<file path="src/rtl/spdg_pkg.sv">
// Package for the dense-graph shortest path block: sizes, types and codes.
// Used by every module in rtl/; depends on nothing.
package spdg_pkg;
	localparam int MaxVertices = 16;
	localparam int VtxBits     = 4;
	localparam int WeightBits  = 16;
	localparam int CostBits    = 24;
	localparam int CountBits   = 5;
	localparam int EdgeAddrBits = 2 * VtxBits;
	localparam int QueueDepth  = 4;
	localparam int QueuePtrBits = 2;

	localparam logic CMD_EDGE  = 1'b0;
	localparam logic CMD_QUERY = 1'b1;

	typedef logic [VtxBits-1:0]    vtx_t;
	typedef logic [CostBits-1:0]   cost_t;
	typedef logic [WeightBits-1:0] weight_t;

	typedef struct packed {
		logic    cmd;
		vtx_t    src;
		vtx_t    dst;
		weight_t weight;
		logic    edge_present;
	} item_t;

	typedef enum logic [3:0] {
		ST_IDLE,
		ST_INIT,
		ST_INIT_W,
		ST_SCAN,
		ST_SELECT,
		ST_RELAX,
		ST_RELAX_W,
		ST_TRACE,
		ST_EMIT,
		ST_FAIL
	} state_t;
endpackage

</file>
<file path="src/rtl/spdg_front.sv">
// Front end: accepts items and holds them in a short queue for the engine.
// Depends on spdg_pkg.
module spdg_front (
	input  logic          clk,
	input  logic          arst_n,
	input  logic          in_valid,
	output logic          in_stall,
	input  spdg_pkg::item_t in_item,
	output logic          q_valid,
	output spdg_pkg::item_t q_item,
	input  logic          q_take
);
	import spdg_pkg::*;

	item_t                mem_q [QueueDepth];
	logic [QueuePtrBits-1:0] wr_q, rd_q;
	logic [QueuePtrBits:0]   cnt_q;
	logic push, pop;

	assign in_stall = (cnt_q == (QueuePtrBits+1)'(QueueDepth));
	assign push     = in_valid && !in_stall;
	assign q_valid  = cnt_q != '0;
	assign pop      = q_valid && q_take;
	assign q_item   = mem_q[rd_q];

	always_ff @(posedge clk) begin
		if (push) mem_q[wr_q] <= in_item;
	end

	always_ff @(posedge clk or negedge arst_n) begin
		if (!arst_n) begin
			wr_q  <= '0;
			rd_q  <= '0;
			cnt_q <= '0;
		end else begin
			if (push) wr_q <= wr_q + 1'b1;
			if (pop)  rd_q <= rd_q + 1'b1;
			cnt_q <= cnt_q + (QueuePtrBits+1)'(push) - (QueuePtrBits+1)'(pop);
		end
	end

`ifndef SYNTHESIS
	a_no_overflow: assert property (@(posedge clk) disable iff (!arst_n)
		cnt_q <= (QueuePtrBits+1)'(QueueDepth)) else $error("queue overflow");
	a_count_up: assert property (@(posedge clk) disable iff (!arst_n)
		push && !pop |=> cnt_q == $past(cnt_q) + 1'b1) else $error("count slip");
	a_empty_no_pop: assert property (@(posedge clk) disable iff (!arst_n)
		cnt_q == '0 |-> !pop) else $error("pop from empty queue");
`endif
endmodule

</file>
<file path="config.mk">
export PLATFORM = sky130hd
export DESIGN_NAME = spdg_front
export DESIGN_NICKNAME = d
export VERILOG_FILES = /design/src/rtl/spdg_pkg.sv /design/src/rtl/spdg_front.sv
export SDC_FILE = /design/constraint.sdc
export NUM_CORES = 1
export LEC_CHECK = 0
export BUFFER_PORTS_ARGS = -buffer_cell sky130_fd_sc_hd__buf_2
export CAP_MARGIN = 30
export CELL_PAD_IN_SITES_DETAIL_PLACEMENT = 0
export CELL_PAD_IN_SITES_GLOBAL_PLACEMENT = 1
export CORE_UTILIZATION = 50
export DETAILED_ROUTE_END_ITERATION = 7
export GPL_TIMING_DRIVEN = 0
export HOLD_SLACK_MARGIN = 0.08
export PLACE_DENSITY_LB_ADDON = 0.1
export SYNTH_ARGS = -nofsm -noshare
export SYNTH_HDL_FRONTEND = slang
export SYNTH_SLANG_ARGS = --single-unit
</file>
<file path="constraint.sdc">
create_clock -name clk -period 2.31 [get_ports clk]
set_input_delay 0.1155 -clock clk [delete_from_list [all_inputs] [get_ports clk]]
set_output_delay 0.1155 -clock clk [all_outputs]
set_load 0.01 [all_outputs]
</file>
==> results_dict.tcl <==
set metrics [dict create \
    status "completed" \
    synth_area_sq_um 4260 \
    wl_per_cell_um 18.0 \
    wl_met3_um 227 \
    ant_nets 0 \
    syn_nets 214 \
    grt_pass1_vias 2028 \
    coreArea_sq_um 8220 \
    clk_pin_slew_ns 0.10 \
    cts_tree "done" \
    fin_cells 389 \
    clock_skew_ns 0.00805 \
    dieWidth_um 94.3 \
    p_per_area_nw_per_um2 1150 \
    routabilityCongestion 0.696 \
    register_area_sq_um 3300 \
    rows 33 \
    start_util_pct 51.8 \
    vdd_drop_max_v 0.000611 \
    yosysWarningCount 0 \
    hold_viol 0 \
    drc 0 \
    fin_setup_tns_ns 0 \
    synth-seq-cells 111 \
    num_vias 2000 \
    fmax_mhz 453 \
    yosysUniqueCellTypes 21 \
    r2r_cells 9 \
    avgSynthCellArea_sq_um 24.0 \
    top_level_ports 58 \
    diodes 0 \
    drive_above_1_share_pct 37.3 \
    critPathKind "reg -> reg" \
    clock_latency_ns 0.36 \
    top_layer_used "met4" \
    cts_buffer_depth 2 \
    post-route-min-period_ns 2.21 \
    utilization_pct 63.8 \
    slew_viol_final 0 \
    dp_hpwl_um 4270 \
    fp.dieH_um 94.3 \
    synthFlopType "edfxtp_1" \
    critPathRequiredTime_ns 2.59 \
    io_buffers 57 \
    hold_class "in -> async" \
    nNetsFinal 316 \
    max_cap_viol_count 0 \
    grt-ovfl-total 0 \
    htreeDepth 3 \
    end_kind "register" \
    clock-sinks 111 \
    drt-met1-wl_um 3090 \
    synth_edf_count 104 \
    r2r-start "cnt_q[1]" \
    place_inst 341 \
    rsz0062_at_grt "false" \
    ys_seq_area_share_pct 77.5 \
    setup-violations-final 0 \
    start_kind "register" \
    cp.arrival_ns 2.49 \
    timing.rr.end "cnt_q[2]" \
    first_iter_violations 58 \
    slew_headroom_pct 42.3 \
    numCtsBuffers 9 \
    drt_pre_antenna_iters 4 \
    worst_hold_slack_ns 0.109 \
    fill_cells 580 \
    worst_pin_slew_ns 0.866 \
    track_usage_pct 16.9 \
    power_leakage_nw 1.89 \
    grt_max_degree 27 \
    clock-root-buffer "clkbuf_8" \
    fin_crit_sh_pct 95.7 \
    routed_via_density 5.14 \
    antenna_found_initial 0 \
    die_area_sq_um 8890 \
    syn-instance-count 177 \
    p_total_w 0.00604 \
    syn2layout_area_growth_pct 23.1 \
    cp_max_fo 6 \
    wl_met2_um 3610 \
    rrSetupSlack_ns 0.10 \
    multi_input_area_sq_um 872 \
    async_flop_share_pct 6.31 \
    postRouteWirelength_um 7000 \
    grt_pass1_wl_um 10600 \
]
## Yosys cell counts, drive strengths merged (2+ instances only)
master	count	area, sq um
xnor2	3	26.3
o211ai	2	15.0
dfrtp	7	175
ha	6	75.1
nand2b	3	18.8
edfxtp	104	3120
and3	4	25.0
nand2	2	7.51
nand4bb	2	22.5
mux4	26	616
inv	6	22.5
buf	6	66.3
## timing repair
item	CTS	global route
endpoints found under the hold margin	114	0
resized for setup	0	2
endpoints found under the setup margin	0	1
hold buffers	29	0
buffers inserted	0	3
## metrics by stage
step	area, sq um	setup WS [ns]
3_3_place_gp	4670	-0.0159
4_1_cts	5210	0.00444
2_1_floorplan	4260	0.190
3_5_place_dp	4720	0.0614
6_report	5240	0.100
5_1_grt	5240	0.0108
## area by class of cell
cell class,count,share of cell area (%)
sequential,111,63.0
multi-input combinational,54,16.6
timing repair buffer,91,12.2
tap,105,2.51
clock buffer,10,2.44
clock inverter,6,1.48
buffer,6,1.27
inverter,6,0.430
## worst max-delay path: stages, from the launching register on
cell and delay [ns]:
dfrtp_2 0.46, or3b_4 0.44, nand2_1 0.09, ha_1 0.22
inv_1 0.05, ha_1 0.13, inv_1 0.05, fa_1 0.39
xnor2_1 0.18, xnor2_1 0.13
## cell usage in the layout (no fill, tap or decap)
cell           synthesis  layout
mux4_1                 8       8
buf_16                 0       1
buf_12                 2       2
xnor2_1                3       3
o211ai_1               2       2
ha_1                   6       6
nand2b_1               3       3
clkbuf_1               0       1
buf_8                  0       1
inv_1                  6       6
buf_2                  3      60
nand4bb_1              2       2
buf_4                  0       3
clkinv_4               0       1
bufinv_16              0       1
dfrtp_1                7       5
dfrtp_2                0       2
and3_1                 4       2
or3b_4                 1       1
or3_1                  1       1
o311ai_0               1       1
o31a_1                 1       1
clkinvlp_4             0       1
xor2_1                 1       1
inv_6                  0       1
edfxtp_1             104     104
nand2_1                2       2
clkbuf_8               0       9
and3_2                 0       2
mux4_2                18      18
inv_8                  0       2
fa_1                   1       1
buf_6                  1       1
dlygate4sd3_1          0      29
## registers in the layout, summed over array words and instances, names as in the netlist
| signal | cells |
|---|---|
| mem_q | 104 |
| cnt_q | 3 |
| rd_q | 2 |
| wr_q | 2 |
## report_power, final
part	total (W)	switching (W)	leakage [nW]	internal [W]
Sequential	0.00281	0.000143	1.03	0.00267
Combinational	0.00205	0.00101	0.759	0.00104
Clock	0.00117	0.000651	0.101	0.000523
## cells by family (layout without fill, tap and decap cells)
family	Yosys count	in the layout	share of synthesized area, %
compound gates	4	4	0.764
flops	111	111	77.5
simple gates	13	13	2.15
buf+inv	12	119	2.09
xor+xnor	4	4	0.823
mux	26	26	14.5
fa+ha+maj	7	7	2.23
## worst max-delay path by stage
| stage | start | endpoint | slack, ns | cells past startpoint |
|---|---|---|---|---|
| final | cnt_q[1] | cnt_q[2] | 0.10 | 9 |
| after global routing | cnt_q[1] | cnt_q[2] | 0.01 | 9 |
| after CTS | cnt_q[1] | cnt_q[2] | 0.004 | 9 |
| after detailed placement | cnt_q[1] | cnt_q[2] | 0.06 | 9 |
| after global placement | cnt_q[2] | mem_q[1][15] | -0.02 | 2 |
| after floorplan | cnt_q[1] | cnt_q[2] | 0.19 | 9 |
## layer usage
layer / global-route usage [%] / vias to the layer above
met2: 27.2 / 40
met4: 6.92 / 0
met3: 3.48 / 7
met5: 0 / -
met1: 22.7 / 1008
li1: - / 945
No activity file was read; power rests on OpenSTA's default activity.
